--- src/hdl/dmsl_pkg.sv ---
// ----------------------------------------------------------------------------
// dmsl_pkg
// Shared types, constants and helper functions for the dual motor slew limiter.
// ----------------------------------------------------------------------------
package dmsl_pkg;

  // Request codes carried in req_type
  localparam logic REQ_CMD  = 1'b0;
  localparam logic REQ_TICK = 1'b1;

  // Speed limits, percent
  localparam logic signed [15:0] TARGET_MAX = 16'sd100;
  localparam logic signed [15:0] TARGET_MIN = -16'sd100;
  localparam logic signed [7:0]  SPEED_MAX  = 8'sd100;
  localparam logic signed [7:0]  SPEED_MIN  = -8'sd100;

  // Duty scaling
  localparam logic [10:0] DUTY_CAP = 11'd999;

  // Ramp step after reset
  localparam logic [7:0] RAMP_RESET = 8'd20;

  typedef struct packed {
    logic               req_type;
    logic signed [15:0] left_target;
    logic signed [15:0] right_target;
    logic               bypass;
  } cmd_t;

  typedef struct packed {
    logic       left_pin_a;
    logic       left_pin_b;
    logic [9:0] left_duty;
    logic       right_pin_a;
    logic       right_pin_b;
    logic [9:0] right_duty;
  } drv_t;

  // Per-channel bridge drive
  typedef struct packed {
    logic       pin_a;
    logic       pin_b;
    logic [9:0] duty;
  } bridge_t;

  // Per-channel update strobes
  typedef struct packed {
    logic load_goal;
    logic apply;
    logic tick;
  } chan_ctl_t;

  // Saturate a requested speed to -100..100
  function automatic logic signed [7:0] clamp_speed(input logic signed [15:0] t);
    logic signed [7:0] r;
    if (t > TARGET_MAX) begin
      r = SPEED_MAX;
    end else if (t < TARGET_MIN) begin
      r = SPEED_MIN;
    end else begin
      r = t[7:0];
    end
    return r;
  endfunction

  // One ramp step toward the goal, landing on the goal instead of passing it
  function automatic logic signed [7:0] ramp_toward(input logic signed [7:0] cur,
                                                    input logic signed [7:0] goal,
                                                    input logic [7:0]        step);
    logic signed [10:0] cur_w;
    logic signed [10:0] goal_w;
    logic signed [10:0] step_w;
    logic signed [10:0] up;
    logic signed [10:0] dn;
    logic signed [7:0]  r;
    cur_w  = {{3{cur[7]}}, cur};
    goal_w = {{3{goal[7]}}, goal};
    step_w = {3'b000, step};
    up     = cur_w + step_w;
    dn     = cur_w - step_w;
    if (cur < goal) begin
      r = (up > goal_w) ? goal : up[7:0];
    end else if (cur > goal) begin
      r = (dn < goal_w) ? goal : dn[7:0];
    end else begin
      r = cur;
    end
    return r;
  endfunction

  // Bridge pins and duty for a speed in -100..100
  function automatic bridge_t drive(input logic signed [7:0] speed);
    bridge_t     b;
    logic [6:0]  mag;
    logic [10:0] duty_w;
    logic [7:0]  neg;
    neg = 8'(-speed);
    if (speed > 8'sd0) begin
      b.pin_a = 1'b1;
      b.pin_b = 1'b0;
      mag     = speed[6:0];
    end else if (speed < 8'sd0) begin
      b.pin_a = 1'b0;
      b.pin_b = 1'b1;
      mag     = neg[6:0];
    end else begin
      b.pin_a = 1'b1;
      b.pin_b = 1'b1;
      mag     = 7'd0;
    end
    // x10 as x8 + x2
    duty_w = {1'b0, mag, 3'b000} + {3'b000, mag, 1'b0};
    if (duty_w > DUTY_CAP) begin
      duty_w = DUTY_CAP;
    end
    b.duty = duty_w[9:0];
    return b;
  endfunction

endpackage

--- src/hdl/dual_motor_slew_limiter.sv ---
// ----------------------------------------------------------------------------
// dual_motor_slew_limiter
// Two-channel motor speed ramp with H-bridge pin and PWM duty outputs.
// ----------------------------------------------------------------------------
// Takes one request transfer per clock while cmd_stall is low. A request
// is held in an input register, then updates the speed state and, if it
// produces a result, loads the result register, which presents it on drv
// until it transfers at an edge with drv_stall low. A speed command
// (req_type 0) clamps both targets to -100..100 and stores them as goals;
// with bypass set it also copies them to the current speeds and produces a
// result. A tick (req_type 1) moves each current speed toward its goal by the
// ramp step without overshooting and always produces a result. Pins per
// channel: A=1,B=0 forward, A=0,B=1 reverse, A=1,B=1 brake at zero speed;
// duty is |speed|*10 capped at 999. The result register holds one result;
// while it is full and stalled, the input register holds a result-producing
// request and cmd_stall rises, so throughput is one request per cycle
// whenever drv_stall stays low. The ramp step is written on the cfg channel,
// which is always ready; write it only while the block is idle.
module dual_motor_slew_limiter import dmsl_pkg::*; (
  input  logic       clk,
  input  logic       rst,
  // request channel
  input  logic       cmd_valid,
  output logic       cmd_stall,
  input  cmd_t       cmd,
  // result channel
  output logic       drv_valid,
  input  logic       drv_stall,
  output drv_t       drv,
  // configuration write channel (ramp step)
  input  logic       cfg_valid,
  output logic       cfg_ready,
  input  logic [7:0] cfg_data
);

  logic [7:0] step_size;

  // input register
  logic       s1_valid;
  logic       s1_valid_next;
  cmd_t       s1;
  logic       s1_result;   // request in s1 produces a result
  logic       s1_go;       // s1 request retires this cycle
  logic       cmd_xfer;

  logic       drv_valid_next;
  logic       drv_load;

  chan_ctl_t  ctl;
  bridge_t    left_bridge;
  bridge_t    right_bridge;

  // Configuration: always accepted
  assign cfg_ready = 1'b1;

  always_ff @(posedge clk) begin
    if (rst) begin
      step_size <= RAMP_RESET;
    end else if (cfg_valid && cfg_ready) begin
      step_size <= cfg_data;
    end
  end

  // A request without a result retires regardless of the output side;
  // one with a result waits for the result register to free up.
  assign s1_result = (s1.req_type == REQ_TICK) || s1.bypass;
  assign s1_go     = s1_valid && (!s1_result || !drv_valid || !drv_stall);
  assign cmd_stall = s1_valid && !s1_go;
  assign cmd_xfer  = cmd_valid && !cmd_stall;

  always_comb begin
    s1_valid_next = s1_valid;
    if (cmd_xfer) begin
      s1_valid_next = 1'b1;
    end else if (s1_go) begin
      s1_valid_next = 1'b0;
    end
  end

  always_ff @(posedge clk) begin
    if (rst) begin
      s1_valid <= 1'b0;
    end else begin
      s1_valid <= s1_valid_next;
    end
  end

  always_ff @(posedge clk) begin
    if (cmd_xfer) begin
      s1 <= cmd;
    end
  end

  // Channel update strobes
  assign ctl.load_goal = s1_go && (s1.req_type == REQ_CMD);
  assign ctl.apply     = s1_go && (s1.req_type == REQ_CMD) && s1.bypass;
  assign ctl.tick      = s1_go && (s1.req_type == REQ_TICK);

  dmsl_channel u_left (
    .clk    (clk),
    .rst    (rst),
    .ctl    (ctl),
    .target (s1.left_target),
    .step   (step_size),
    .bridge (left_bridge)
  );

  dmsl_channel u_right (
    .clk    (clk),
    .rst    (rst),
    .ctl    (ctl),
    .target (s1.right_target),
    .step   (step_size),
    .bridge (right_bridge)
  );

  // Result register
  assign drv_load       = s1_go && s1_result;
  assign drv_valid_next = (drv_valid && drv_stall) || drv_load;

  always_ff @(posedge clk) begin
    if (rst) begin
      drv_valid <= 1'b0;
    end else begin
      drv_valid <= drv_valid_next;
    end
  end

  always_ff @(posedge clk) begin
    if (drv_load) begin
      drv.left_pin_a  <= left_bridge.pin_a;
      drv.left_pin_b  <= left_bridge.pin_b;
      drv.left_duty   <= left_bridge.duty;
      drv.right_pin_a <= right_bridge.pin_a;
      drv.right_pin_b <= right_bridge.pin_b;
      drv.right_duty  <= right_bridge.duty;
    end
  end

  // A retiring tick always leaves a result behind
  a_tick_result: assert property (@(posedge clk) disable iff (rst)
    (s1_go && (s1.req_type == REQ_TICK)) |=> drv_valid)
    else $error("tick retired without result");

  // Zero duty exactly when the bridge is braked
  a_left_brake: assert property (@(posedge clk) disable iff (rst)
    drv_valid |-> ((drv.left_duty == 10'd0) == (drv.left_pin_a && drv.left_pin_b)))
    else $error("left duty and brake disagree");

  a_right_brake: assert property (@(posedge clk) disable iff (rst)
    drv_valid |-> ((drv.right_duty == 10'd0) == (drv.right_pin_a && drv.right_pin_b)))
    else $error("right duty and brake disagree");

  // Backpressure only while a result-producing request is blocked
  a_stall_cause: assert property (@(posedge clk) disable iff (rst)
    cmd_stall |-> (s1_valid && s1_result && drv_valid && drv_stall))
    else $error("request stalled without cause");

endmodule

--- src/hdl/dmsl_channel.sv ---
// ----------------------------------------------------------------------------
// dmsl_channel
// One motor channel: goal and current speed registers, ramp, bridge drive.
// ----------------------------------------------------------------------------
module dmsl_channel import dmsl_pkg::*; (
  input  logic               clk,
  input  logic               rst,
  input  chan_ctl_t          ctl,
  input  logic signed [15:0] target,
  input  logic [7:0]         step,
  output bridge_t            bridge
);

  logic signed [7:0] goal;
  logic signed [7:0] goal_next;
  logic signed [7:0] current;
  logic signed [7:0] current_next;
  logic signed [7:0] target_sat;

  assign target_sat = clamp_speed(target);

  always_comb begin
    goal_next    = goal;
    current_next = current;
    if (ctl.load_goal) begin
      goal_next = target_sat;
    end
    if (ctl.apply) begin
      current_next = target_sat;
    end else if (ctl.tick) begin
      current_next = ramp_toward(current, goal, step);
    end
  end

  always_ff @(posedge clk) begin
    if (rst) begin
      goal    <= '0;
      current <= '0;
    end else begin
      goal    <= goal_next;
      current <= current_next;
    end
  end

  // drive reflects the speed after this cycle's update
  assign bridge = drive(current_next);

  a_current_range: assert property (@(posedge clk) disable iff (rst)
    (current <= SPEED_MAX) && (current >= SPEED_MIN))
    else $error("current speed out of range");

  a_goal_range: assert property (@(posedge clk) disable iff (rst)
    (goal <= SPEED_MAX) && (goal >= SPEED_MIN))
    else $error("goal speed out of range");

  a_apply_lands: assert property (@(posedge clk) disable iff (rst)
    ctl.apply |=> (current == goal))
    else $error("bypass did not set current to goal");

endmodule
--- config.mk ---
export PLATFORM = sky130hd
export DESIGN_NAME = dual_motor_slew_limiter
export DESIGN_NICKNAME = d
export VERILOG_FILES = /design/src/hdl/dmsl_pkg.sv /design/src/hdl/dual_motor_slew_limiter.sv /design/src/hdl/dmsl_channel.sv
export SDC_FILE = /design/constraint.sdc
export NUM_CORES = 1
export LEC_CHECK = 0
export ABC_AREA = 1
export BUFFER_PORTS_ARGS = -buffer_cell sky130_fd_sc_hd__buf_2
export CORE_MARGIN = 2
export CORE_UTILIZATION = 28
export CTS_BUF_LIST = sky130_fd_sc_hd__clkbuf_4 sky130_fd_sc_hd__clkbuf_8
export DETAILED_ROUTE_END_ITERATION = 8
export RECOVER_POWER = 25
export SLEW_MARGIN = 0
export SYNTH_ARGS = -nofsm -noshare
export SYNTH_HDL_FRONTEND = slang
export SYNTH_SLANG_ARGS = --single-unit
export TNS_END_PERCENT = 1
--- constraint.sdc ---
create_clock -name clk -period 8.85 [get_ports clk]
set_clock_uncertainty 0.15 [all_clocks]
set_input_delay 1.3275 -clock clk [delete_from_list [all_inputs] [get_ports clk]]
set_output_delay 1.3275 -clock clk [all_outputs]
set_load 0.01 [all_outputs]
Word-level counts from Yosys, hierarchy flattened
Index checks and enable logic that the tools add are counted.

word-level totals
  output and inout bits = 27
  register bits = 100
  bits of input ports = 47
  word-level logic and storage cells = 86

operators by class
  $add $sub $neg = 8
  bitwise operators = 1
  mux-type cells = 24
  reduce and logical (&&, ||, !) cells = 18
  magnitude comparators = 18

operators with widths
  cell                    count
  $mux W8                 16
  $gt A16 B8 Y1 const B   2
  $lt A16 B8 Y1 const B   2
  $mux W7                 4
  $add A10 B8 Y11         2
  $gt A11 B10 Y1 const B  2
  $add A8 B9 Y10          2
  $gt A10 B8 Y1           2
  $lt A10 B8 Y1           2
  $sub A8 B9 Y10          2
  $gt A8 B1 Y1 const B    2
  $gt A8 B8 Y1            2
  $lt A8 B1 Y1 const B    2
  $lt A8 B8 Y1            2
  $neg A7 Y7              2
  $logic_and A1 B1 Y1     8
  $logic_not A1 Y1        5
  $logic_or A1 B1 Y1      4
  $mux W2                 2
  $mux W1                 2
  $reduce_bool A2 Y1      1
  $not A1 Y1              1

Depth between registers and ports, before layout
Gate-level depths: netlist of run 1.

  word-level depth = 13
  gate-level depth with buffers = 47
  gate-level depth less buffers = 45

By module
A second synthesis of run 1 with hierarchy kept.

second synthesis, totals
  cell total of the unflattened synthesis = 1,122
  area, all modules = 8,511.9 um^2

by module, submodules not included
  module                   times used  cells an instance  sequential area each (um^2)  area an instance (um^2)
  dmsl_channel (u_left)    1           508                320.3                        3,203.1
  dmsl_channel (u_right)   1           499                320.3                        3,161.8
  dual_motor_slew_limiter  1           115                1,941.9                      2,147.1

Least setup slack after synthesis of run 1
No wires, ideal clock.

  path kind = reg2reg
  start = reg step_size[0]
  end = reg drv[15] in the netlist's numbering (data pin)
  data required time = 8.442 ns
  buffers on the path = 1
  setup time = 0.258 ns
  cell stages (with the launch flop) = 45
  slack = 2.892 ns
  clock period less this slack = 5.958 ns
  data arrival time = 5.550 ns
  path through = dfxtp_1 ha_1 fa_1 nand3_1 nand2_1 nand2_1 nand2_1 a21oi_1 inv_1 a21oi_1 nor2_1 nor2_1 xor2_1 ha_1 nand2_1 inv_1 a21oi_1 nand3_1 (+9 left out) ha_1 nand2_1 nor2_1 nand3_1 inv_1 nor2_1 inv_1 o21ai_0 inv_1 fa_1 inv_1 a31oi_1 nand2_1 nand2_1 a2111oi_0 nand3_2 nand2_2 a21oi_1

on the way
  longest elaborated chain between the ends = 12
  elaborated cells between the ends (all ways) = 17
  those cells by class = 4 x add/sub; 5 x order compare; 8 x mux

ends and longest elaborated chain
  element                                            RTL line                         RTL
  from (decl)                                        dual_motor_slew_limiter.sv:36    logic [7:0] step_size;
  from (signal assigned)                             dual_motor_slew_limiter.sv:60    step_size <= cfg_data;
  $sub A8 B9 Y10                                     dmsl_pkg.sv:80                   dn = cur_w - step_w;
  $lt A10 B8 Y1                                      dmsl_pkg.sv:84                   r = (dn < goal_w) ? goal : dn[7:0];
  $mux W8                                            dmsl_pkg.sv:84
  $mux W8                                            dmsl_pkg.sv:83                   end else if (cur > goal) begin
  $mux W8 (*)                                        dmsl_pkg.sv:81                   if (cur < goal) begin
  $mux W8 (*)                                        dmsl_channel.sv:30               end else if (ctl.tick) begin
  $mux W8 (*)                                        dmsl_channel.sv:28               if (ctl.apply) begin
  $neg A7 Y7 / $lt A8 B1 Y1 (equally long branches)  dmsl_pkg.sv:97, dmsl_pkg.sv:102
  $mux W7                                            dmsl_pkg.sv:102                  end else if (speed < 8'sd0) begin
  $mux W7 (*)                                        dmsl_pkg.sv:98                   if (speed > 8'sd0) begin
  $add A10 B8 Y11 (*)                                dmsl_pkg.sv:112                  duty_w = {1'b0, mag, 3'b000} + {3'b000, mag, 1'b0};
  $gt A11 B10 Y1                                     dmsl_pkg.sv:113                  if (duty_w > DUTY_CAP) begin
  to (decl)                                          dual_motor_slew_limiter.sv:29    output drv_t drv,

Mark *: on every way between the ends. The rest lies on a longest branch, timed or not.
A chain may end at the register's enable or synchronous reset.

Worst setup path after layout of run 1
  start = reg step_size[3]
  end = reg drv[15] in the netlist's numbering (data pin)

The elaborated chain is that of the path after synthesis.

==> results of run 1 <==
## worst paths after layout
check	from	endpoint	slack, ns	cells past startpoint
worst max register to register	step_size[3]	drv[15]	1.98	44
worst min-delay path	drv_valid	drv_valid	0.38	2
worst min register to register	drv_valid	drv_valid	0.38	2
worst max-delay path	step_size[3]	drv[15]	1.98	44
## kinds of logic after synthesis
logic type      after synthesis
buf+inv                     213
other cells                   1
flops                       100
compound gates              159
simple gates                521
xor+xnor                     38
fa+ha+maj                   107
## worst max-delay path, delay by kind of cell (launching register included)
kind                       cells  cell delay [ns]
AOI/OAI and AO/OA              9             1.76
xor gates and xnor gates       1             0.17
adders and majority gates      4             1.31
buffers and inverters          9             0.78
DFF                            1             0.38
and+or+nand+nor               21             2.08
## synthesized netlist by cell type (2+ instances only)
library cell                 n  share of area
sky130_fd_sc_hd__a21oi_1    92          0.054
sky130_fd_sc_hd__a21oi_2     3         0.0031
sky130_fd_sc_hd__a31oi_1     4         0.0030
sky130_fd_sc_hd__buf_2       9         0.0053
sky130_fd_sc_hd__buf_4       3         0.0027
sky130_fd_sc_hd__clkbuf_1    6         0.0027
sky130_fd_sc_hd__dfxtp_1    42          0.099
sky130_fd_sc_hd__edfxtp_1   58           0.21
sky130_fd_sc_hd__fa_1        6          0.014
sky130_fd_sc_hd__ha_1      101           0.15
sky130_fd_sc_hd__inv_1     184          0.082
sky130_fd_sc_hd__inv_2       7         0.0031
sky130_fd_sc_hd__nand2_1   270           0.12
sky130_fd_sc_hd__nand2_2    14          0.010
sky130_fd_sc_hd__nand2_4     6         0.0080
sky130_fd_sc_hd__nand3_1   112          0.066
sky130_fd_sc_hd__nand3_2     5         0.0059
sky130_fd_sc_hd__nand3b_1    5         0.0044
sky130_fd_sc_hd__nand4_1    27          0.020
sky130_fd_sc_hd__nor2_1     54          0.024
sky130_fd_sc_hd__nor2_2      7         0.0052
sky130_fd_sc_hd__nor2_4      2         0.0027
sky130_fd_sc_hd__nor3_1      3         0.0018
sky130_fd_sc_hd__nor4_1      5         0.0037
sky130_fd_sc_hd__nor4_4      2         0.0050
sky130_fd_sc_hd__o211ai_1    7         0.0062
sky130_fd_sc_hd__o21ai_0    36          0.021
sky130_fd_sc_hd__o21bai_1    5         0.0044
sky130_fd_sc_hd__or2_2       4         0.0030
sky130_fd_sc_hd__xnor2_1     5         0.0052
sky130_fd_sc_hd__xor2_1     33          0.034
## registers in the layout (all words and copies together) (netlist names)
signal and count:
step_size 8, s1_valid 1, s1 34, u_left.goal 8, u_right.current 8, drv 24, drv_valid 1, u_right.goal 8
u_left.current 8
## per-stage QoR
stage / cell area [µm²] / hold slack, ns / power, µW
6_report: 9410 / 0.381 / 1880
3_5_place_dp: 9220 / 0.356 / 1580
2_1_floorplan: 8470 / 0.350 / 1350
4_1_cts: 9430 / 0.386 / 1890
3_3_place_gp: 9220 / 0.360 / 1570
5_1_grt: 9410 / 0.410 / 2060
## area by class of cell
| type | instances | share of cell area |
|---|---|---|
| Clock inverter | 7 | 0.00917 |
| Timing Repair Buffer | 73 | 0.0385 |
| Multi-Input combinational cell | 826 | 0.536 |
| Clock buffer | 9 | 0.0132 |
| Tap cell | 390 | 0.0518 |
| Sequential cell | 100 | 0.274 |
| Inverter | 193 | 0.0772 |
## power by group
part           total [µW]  internal, µW  leakage (µW)  switching, µW
Clock                 301           114      0.000105            187
Combinational         995           345       0.00370            650
Sequential            585           551      0.000903           33.9
Total                1880          1010       0.00470            871
## routing by layer
metal | vias up | track usage | routed length (µm)
met5 | - | 0 | 0
met4 | 0 | 0.0454 | 486
met3 | 34 | 0.0193 | 1140
met2 | 215 | 0.240 | 10200
met1 | 3424 | 0.190 | 10500
li1 | 3881 | - | -
==> flow_summary.json, run 1 <==
{
  "number_of_top_level_design_ports": 74,
  "clock_insertion_delay_worst_skew_ns": 0.38,
  "placed_cells": 1582,
  "highest_clock_rate_mhz": 146,
  "grt_use_total": 0.143,
  "drt-vias-per-instance": 4.73,
  "worst_slew_margin_rel": -0.141,
  "cp_data_arrival_time_ns": 6.86,
  "fin_ws_ns": 1.98,
  "worst_hold_path_type": "flop to flop",
  "area.growth.synth_to_final_pct": 11.2,
  "yosysSeqAreaShare": 0.305,
  "worstPathRequired_ns": 8.84,
  "clockBufferDepth": 2,
  "placeableCoreArea_um2": 29700,
  "sequential_cell_area_um2": 2580,
  "tightestPinTransition_ns": 1.71,
  "dr.first_iter.drc_count": 511,
  "cts-resized-gates": 0,
  "ys.warnings.count": 0,
  "mappedNetlistArea_um2": 8470,
  "grt_overflow_total": 0,
  "drt_first_pass_iters": 5,
  "status": "complete, but fails checks",
  "io_buffer_count": 72,
  "grt_first_pass_wirelength_um": 35900,
  "rsz0062_at_grt": "no",
  "yosys.area_share.simple": 0.288,
  "cts_tree": "built",
  "finalHoldViolCount": 0,
  "synthFlopType": "sky130_fd_sc_hd__edfxtp_1",
  "most-common-layout-cells": "271 x sky130_fd_sc_hd__nand2_1, 184 x sky130_fd_sc_hd__inv_1, 112 x sky130_fd_sc_hd__nand3_1, 101 x sky130_fd_sc_hd__ha_1, 92 x sky130_fd_sc_hd__a21oi_1",
  "period_minus_slack_ns": 6.87,
  "worst-setup-path-type": "flop to flop",
  "chipWidth_um": 178,
  "ctsHoldBuffers": 0,
  "gp_congestion": 0.950,
  "clkSinkCount": 100,
  "muxShareOfSynthArea": 0,
  "final_core_utilization": 0.317,
  "cpPeakStageDelay_ns": 0.44,
  "route.antenna.remaining_nets": 0,
  "post_synth_xor_area_fraction": 0.0393,
  "final_non_filler_cell_total": 1598,
  "netlist_instances": 1139,
  "cts-root-buf": "sky130_fd_sc_hd__clkbuf_8",
  "clock_transition_at_the_registers_of_the_reported_paths_ns": 0.11,
  "placement_rows": 63,
  "maximum_number_of_pins_on_one_net_before_global_route_repair": 35,
  "dieArea_um2": 31700,
  "drc_errors": 0,
  "cts-buffers-inserted": 9,
  "drv_cap": 1,
  "synthArstFlopShare": 0,
  "min_period_over_period": 0.776,
  "report.final.setup_viol": 0,
  "cellLeakagePower_uw": 0.00470,
  "final_layout_size_suffix_gt1_frac": 0.119,
  "htreeDepth": 3,
  "synth_edf_count": 58,
  "synthDistinctLibCells": 53,
  "synth_compound_gate_area_share": 0.105,
  "worst_setup_sp_type": "flop",
  "fp.dieH_um": 178,
  "crit_top_cell": "sky130_fd_sc_hd__nand2_1",
  "hpwlAfterDp_um": 18100,
  "first_global_vias": 7218,
  "nets": 1357,
  "layout.cells.most_common": "sky130_fd_sc_hd__nand2_1",
  "post-cts-setup-buffer-count": 0,
  "place_ws_ns": 2.00,
  "worstSetupEndpointType": "flop",
  "diodes": 0,
  "drt_wl_total_um": 22300,
  "n_fill_cell": 3169,
  "avgRoutedWirePerCell_um": 14.0,
  "fin_setup_tns_ns": 0,
  "pd_cells_nw_per_um2": 200,
  "timing_max_transition_violations_final": 35,
  "effective_utilization_at_floorplan": 0.285,
  "cp_slowest_cell": "sky130_fd_sc_hd__fa_1",
  "multiInputGateArea_um2": 5040,
  "dr_total_vias": 7554,
  "failed_checks": "max-capacitance violations, max-slew violations",
  "yosys.area_share.adder": 0.163,
  "combinational_family_with_the_most_area_after_synthesis": "simple AND/OR/NAND/NOR gates",
  "post_synth.cell_area_avg_um2": 7.44,
  "antenna_violations_before_repair": 0,
  "max-vdd-ir-drop_mv": 0.0940,
  "worst-path-max-fanout": 11,
  "synth_net_count": 1293,
  "ys_ff_latch": 100
}
Note: power is estimated with default switching activity, not from simulation.
==> run 2: changes to the inputs <==
==> constraint.sdc (replaced) <==
create_clock -name clk -period 6.6 [get_ports clk]
set_clock_uncertainty 0.15 [all_clocks]
set_input_delay 0.99 -clock clk [delete_from_list [all_inputs] [get_ports clk]]
set_output_delay 0.99 -clock clk [all_outputs]
set_load 0.01 [all_outputs]
==> run 2 against run 1 <==
The run still ends with max-capacitance violations, max-slew violations left. Cell area rose by 4.0%. Non-clock buffer count rose by 28. Total power grew 40%. Global-route usage is 0.32 points higher. Worst setup slack worse by 1.5 ns. Combinational power rose by 45%. Critical endpoint is now drv[4].
==> flow_summary.json, run 2 (synthesis results as in run 1) <==
{
  "worst-setup-path-type": "flop to flop",
  "drc_errors": 0,
  "rr_worst_depth": 39,
  "worst_slew_margin_rel": -0.129,
  "clockBufferDepth": 2,
  "grt_use_total": 0.146,
  "diodes": 0,
  "timing_max_transition_violations_final": 35,
  "hold_start": "drv_valid",
  "cp_slowest_cell": "sky130_fd_sc_hd__fa_1",
  "status": "complete, but fails checks",
  "effective_utilization_at_floorplan": 0.285,
  "pwr-share-seq": 0.295,
  "first_global_vias": 7194,
  "finalHoldWorstSlack_ns": 0.374,
  "drv_cap": 1,
  "pd_cells_nw_per_um2": 269,
  "power.switching_fraction": 0.463,
  "max-vdd-ir-drop_mv": 0.115,
  "largest_register_ffs": 34,
  "dr_total_vias": 7668,
  "highest_clock_rate_mhz": 162,
  "regMostFlops": "s1",
  "route.antenna.remaining_nets": 0,
  "hpwlAfterDp_um": 18700,
  "cpPeakStageDelay_ns": 0.40,
  "clkSinkCount": 100,
  "chipWidth_um": 178,
  "finalHoldViolCount": 0,
  "placement_rows": 63,
  "fp.dieH_um": 178,
  "worstPathRequired_ns": 6.61,
  "dr.first_iter.drc_count": 544,
  "worstSetupEndpointType": "flop",
  "drt_wl_total_um": 23000,
  "most-common-layout-cells": "265 x sky130_fd_sc_hd__nand2_1, 181 x sky130_fd_sc_hd__inv_1, 111 x sky130_fd_sc_hd__nand3_1, 96 x sky130_fd_sc_hd__ha_1, 84 x sky130_fd_sc_hd__a21oi_1",
  "io_buffer_count": 72,
  "cts_tree": "built",
  "worst_hold_path_type": "flop to flop",
  "nets": 1385,
  "number_of_top_level_design_ports": 74,
  "rsz0062_at_grt": "yes",
  "drt-vias-per-instance": 4.72,
  "cts-root-buf": "sky130_fd_sc_hd__clkbuf_8",
  "worst-path-max-fanout": 7,
  "power.internal_uw": 1410,
  "area.growth.synth_to_final_pct": 15.6,
  "maximum_number_of_pins_on_one_net_before_global_route_repair": 35,
  "cellLeakagePower_uw": 0.00484,
  "net-switching-power_uw": 1220,
  "placed_cells": 1607,
  "worst_setup_sp_type": "flop",
  "min_period_over_period": 0.934,
  "report.final.setup_viol": 0,
  "min_delay_worst_endpoint": "drv_valid",
  "gp_congestion": 0.910,
  "number_of_stages_on_the_worst_hold_path": 2,
  "dieArea_um2": 31700,
  "htreeDepth": 3,
  "ff2ff_setup_slack_ns": 0.43,
  "comb_power_share": 0.548,
  "r2r_start": "u_right.current[0]",
  "failed_checks": "max-capacitance violations, max-slew violations",
  "grt_first_pass_wirelength_um": 36400,
  "cp_data_arrival_time_ns": 6.17,
  "tightestPinTransition_ns": 1.69,
  "top_regs": "s1 (34), drv (24)",
  "placeableCoreArea_um2": 29700,
  "clock_insertion_delay_worst_skew_ns": 0.39,
  "period_minus_slack_ns": 6.17,
  "layout.cells.most_common": "sky130_fd_sc_hd__nand2_1",
  "clkPwrFrac": 0.157,
  "grt_overflow_total": 0,
  "reg2reg_to": "drv[4]",
  "final_layout_size_suffix_gt1_frac": 0.169,
  "ctsHoldBuffers": 0,
  "antenna_violations_before_repair": 0,
  "clock_transition_at_the_registers_of_the_reported_paths_ns": 0.12,
  "avgRoutedWirePerCell_um": 14.2,
  "final_non_filler_cell_total": 1626,
  "drt_first_pass_iters": 6,
  "cts-buffers-inserted": 9
}
-- run 2: repair_timing --
action,CTS,global route
setup buffers,0,3
endpoints found under the setup margin,0,20
resized for setup,0,45
-- run 2: final cells by class --
| type | instances | area, µm² |
|---|---|---|
| Tap cell | 390 | 488 |
| Multi-Input combinational cell | 826 | 5200 |
| Clock buffer | 9 | 124 |
| Timing Repair Buffer | 101 | 573 |
| Clock inverter | 7 | 83.8 |
| Inverter | 193 | 731 |
| Fill cell | 3126 | 19900 |
| Sequential cell | 100 | 2590 |
-- run 2: power groups by stage --
stage,registers (µW),clock network [µW],logic (µW)
finish,777,412,1440
global route,783,448,1640
CTS,775,425,1380
detailed placement,790,0,1370
global placement,789,0,1350
floorplan,791,0,1020
-- run 2: worst max-delay path: cells and delay by family (launching register included) --
| family | cells | cell delay (ns) |
|---|---|---|
| xor+xnor | 3 | 0.52 |
| simple gates | 20 | 1.84 |
| buf+inv | 4 | 0.33 |
| fa+ha+maj | 6 | 1.69 |
| compound gates | 6 | 1.00 |
| flops | 1 | 0.36 |
-- run 2: worst max path at each step --
stage                            start      end  slack, ns  depth (start not counted)
global placement          step_size[2]  drv[16]       0.16                         44
finish              u_right.current[0]   drv[4]       0.43                         39
CTS                       step_size[1]  drv[15]       0.05                         42
detailed placement        step_size[1]  drv[15]       0.08                         42
floorplan                 step_size[0]  drv[15]       0.64                         44
global route        u_right.current[0]   drv[4]      -0.06                         39
-- run 2: through the flow --
step	instance area, µm²	TNS, ns	total power, µW	setup slack, ns	utilization
after floorplan	8470	0	1810	0.642	-
after global placement	9410	0	2140	0.163	0.317
after detailed placement	9410	0	2160	0.0771	0.317
after CTS	9610	0	2580	0.0507	0.324
after global routing	9790	-0.139	2870	-0.0559	0.329
final	9790	0	2630	0.433	0.329
-- run 2: routing by layer --
metal | track usage | up-vias | part of all wire
li1 | - | 3939 | -
met3 | 0.0189 | 24 | 0.055
met1 | 0.205 | 3496 | 0.47
met5 | 0 | - | 0
met2 | 0.236 | 209 | 0.46
met4 | 0.0393 | 0 | 0.018
==> run 3: changes to the inputs <==
--- a/config.mk
+++ b/config.mk
@@ -9,7 +9,7 @@
 export BUFFER_PORTS_ARGS = -buffer_cell sky130_fd_sc_hd__buf_2
 export CORE_MARGIN = 2
 export CORE_UTILIZATION = 28
-export CTS_BUF_LIST = sky130_fd_sc_hd__clkbuf_4 sky130_fd_sc_hd__clkbuf_8
+export CTS_BUF_LIST = sky130_fd_sc_hd__clkbuf_4
 export DETAILED_ROUTE_END_ITERATION = 8
 export RECOVER_POWER = 25
 export SLEW_MARGIN = 0
==> run 3 against run 2 <==
Fmax decreased by 0.18%. Global-route usage about the same. Combinational power is essentially flat. Worst setup slack worse by 0.011 ns. Sequential share of layout area up 0.18 points. Flip-flop and latch count unchanged. Die area stayed put. The flow still finishes with violations (max-capacitance violations, max-slew violations). Critical endpoint is now drv[3]. Utilization shrank 0.14 points. Total power shrank 2.3%.
==> flow_summary.json, run 3 (synthesis results as in run 1) <==
{
  "hpwlAfterDp_um": 18700,
  "rsz0062_at_grt": "no",
  "placeableCoreArea_um2": 29700,
  "pd_cells_nw_per_um2": 264,
  "first_global_vias": 7181,
  "final_core_utilization": 0.328,
  "area.growth.synth_to_final_pct": 15.1,
  "rr_worst_depth": 35,
  "comb_power_share": 0.562,
  "ff2ff_setup_slack_ns": 0.42,
  "cts-buffers-inserted": 9,
  "fin_setup_tns_ns": 0,
  "highest_clock_rate_mhz": 162,
  "dr.first_iter.drc_count": 576,
  "r2r_start": "u_right.current[1]",
  "ctsHoldBuffers": 0,
  "cpPeakStageDelay_ns": 0.64,
  "tightestPinTransition_ns": 1.70,
  "route.antenna.remaining_nets": 0,
  "worst-path-max-fanout": 9,
  "power_consumption_uw": 2570,
  "cp_data_arrival_time_ns": 6.31,
  "power.switching_fraction": 0.474,
  "worstPathRequired_ns": 6.74,
  "effective_utilization_at_floorplan": 0.285,
  "drt-vias-per-instance": 4.72,
  "min_period_over_period": 0.936,
  "dieArea_um2": 31700,
  "dr_total_vias": 7679,
  "top_regs": "s1 (34), drv (24)",
  "critical_path.startpoint": "u_right.current[1]",
  "drv_cap": 1,
  "status": "complete, but fails checks",
  "grt_use_total": 0.146,
  "number_of_stages_on_the_worst_hold_path": 2,
  "cp_slowest_cell": "sky130_fd_sc_hd__dfxtp_1",
  "drt_first_pass_iters": 5,
  "number_of_top_level_design_ports": 74,
  "grt_overflow_total": 0,
  "nets": 1385,
  "finalHoldWorstSlack_ns": 0.384,
  "chipWidth_um": 178,
  "cts_tree": "built",
  "worstSetupEndpointType": "flop",
  "final_non_filler_cell_total": 1627,
  "htreeDepth": 3,
  "placed_cells": 1607,
  "antenna_violations_before_repair": 1,
  "worst_hold_path_type": "flop to flop",
  "clkSinkCount": 100,
  "crit_top_cell": "sky130_fd_sc_hd__nand3_1",
  "grt_first_pass_wirelength_um": 36400,
  "regMostFlops": "s1",
  "period_minus_slack_ns": 6.18,
  "worst_slew_margin_rel": -0.134,
  "report.final.setup_viol": 0,
  "io_buffer_count": 72,
  "worst-setup-path-type": "flop to flop",
  "cts-root-buf": "sky130_fd_sc_hd__clkbuf_4",
  "max-vdd-ir-drop_mv": 0.105,
  "gp_congestion": 0.910,
  "cellLeakagePower_uw": 0.00482,
  "clkPwrFrac": 0.135,
  "clock_transition_at_the_registers_of_the_reported_paths_ns": 0.19,
  "min_delay_worst_endpoint": "drv_valid",
  "net-switching-power_uw": 1220,
  "power.internal_uw": 1350,
  "reg2reg_to": "drv[3]",
  "placement_rows": 63,
  "clockBufferDepth": 2,
  "drt_wl_total_um": 23100,
  "hold_start": "drv_valid",
  "layout.cells.most_common": "sky130_fd_sc_hd__nand2_1",
  "maximum_number_of_pins_on_one_net_before_global_route_repair": 35,
  "failed_checks": "max-capacitance violations, max-slew violations",
  "worst_setup_sp_type": "flop",
  "most-common-layout-cells": "263 x sky130_fd_sc_hd__nand2_1, 182 x sky130_fd_sc_hd__inv_1, 111 x sky130_fd_sc_hd__nand3_1, 97 x sky130_fd_sc_hd__ha_1, 84 x sky130_fd_sc_hd__a21oi_1",
  "final_layout_size_suffix_gt1_frac": 0.172,
  "drc_errors": 0,
  "clock_insertion_delay_worst_skew_ns": 0.51,
  "largest_register_ffs": 34,
  "timing_max_transition_violations_final": 35,
  "fp.dieH_um": 178,
  "pwr-share-seq": 0.302,
  "avgRoutedWirePerCell_um": 14.2,
  "finalHoldViolCount": 0
}
-- run 3: cell count changes in the layout (fill, tap and decap cells not counted), moves of 2 or more --
cell                       change
sky130_fd_sc_hd__clkbuf_4      +9
sky130_fd_sc_hd__nand2_1       -2
sky130_fd_sc_hd__clkbuf_8      -9
sky130_fd_sc_hd__dfxtp_4       +2
-- run 3: what timing repair did --
item                       in CTS  in global routing
setup endpoints to repair       0                 20
gates resized for setup         0                 50
buffers inserted                0                  3
-- run 3: cell type report --
class                      count  area, µm²
sequential                   100       2600
clock buffer                   9       67.6
inverter                     193        727
timing repair buffer         101        573
fill                        3140      20000
multi-input combinational    826       5210
antenna                        1       2.50
clock inverter                 7       83.8
tap                          390        488
-- run 3: routing by layer --
layer / routed length (µm) / GRT usage / part of all wire / up-vias
met5: 0 / 0 / 0 / -
li1: - / - / - / 3942
met4: 435 / 0.0403 / 0.019 / 0
met1: 11000 / 0.204 / 0.48 / 3512
met2: 10400 / 0.236 / 0.45 / 196
met3: 1240 / 0.0189 / 0.054 / 29
-- run 3: metrics by stage --
step           area, µm²  worst slack, ns
2_1_floorplan       8470            0.642
3_3_place_gp        9410            0.163
3_5_place_dp        9410           0.0771
4_1_cts             9560           0.0372
5_1_grt             9750          0.00188
6_report            9750            0.421
-- run 3: how the worst max path moves through the flow --
stage	to	slack, ns
5_1_grt	drv[13]	0.002
4_1_cts	drv[13]	0.04
2_1_floorplan	drv[15]	0.64
3_5_place_dp	drv[15]	0.08
3_3_place_gp	drv[16]	0.16
6_report	drv[3]	0.42
-- run 3: critical path, delay by kind of cell, from the launching register on --
kind / cells / cell delay [ns]
fa+ha+maj: 4 / 1.33
compound gates: 5 / 0.75
xor+xnor: 2 / 0.36
buf+inv: 3 / 0.40
simple gates: 21 / 2.29
flops: 1 / 0.64
-- run 3: power by group through the flow --
| stage | Sequential (µW) | Combinational (µW) | Clock [µW] |
|---|---|---|---|
| after global routing | 783 | 1640 | 380 |
| final | 777 | 1450 | 348 |
| after CTS | 776 | 1380 | 359 |
| after global placement | 789 | 1350 | 0 |
| after detailed placement | 790 | 1370 | 0 |
| after floorplan | 791 | 1020 | 0 |
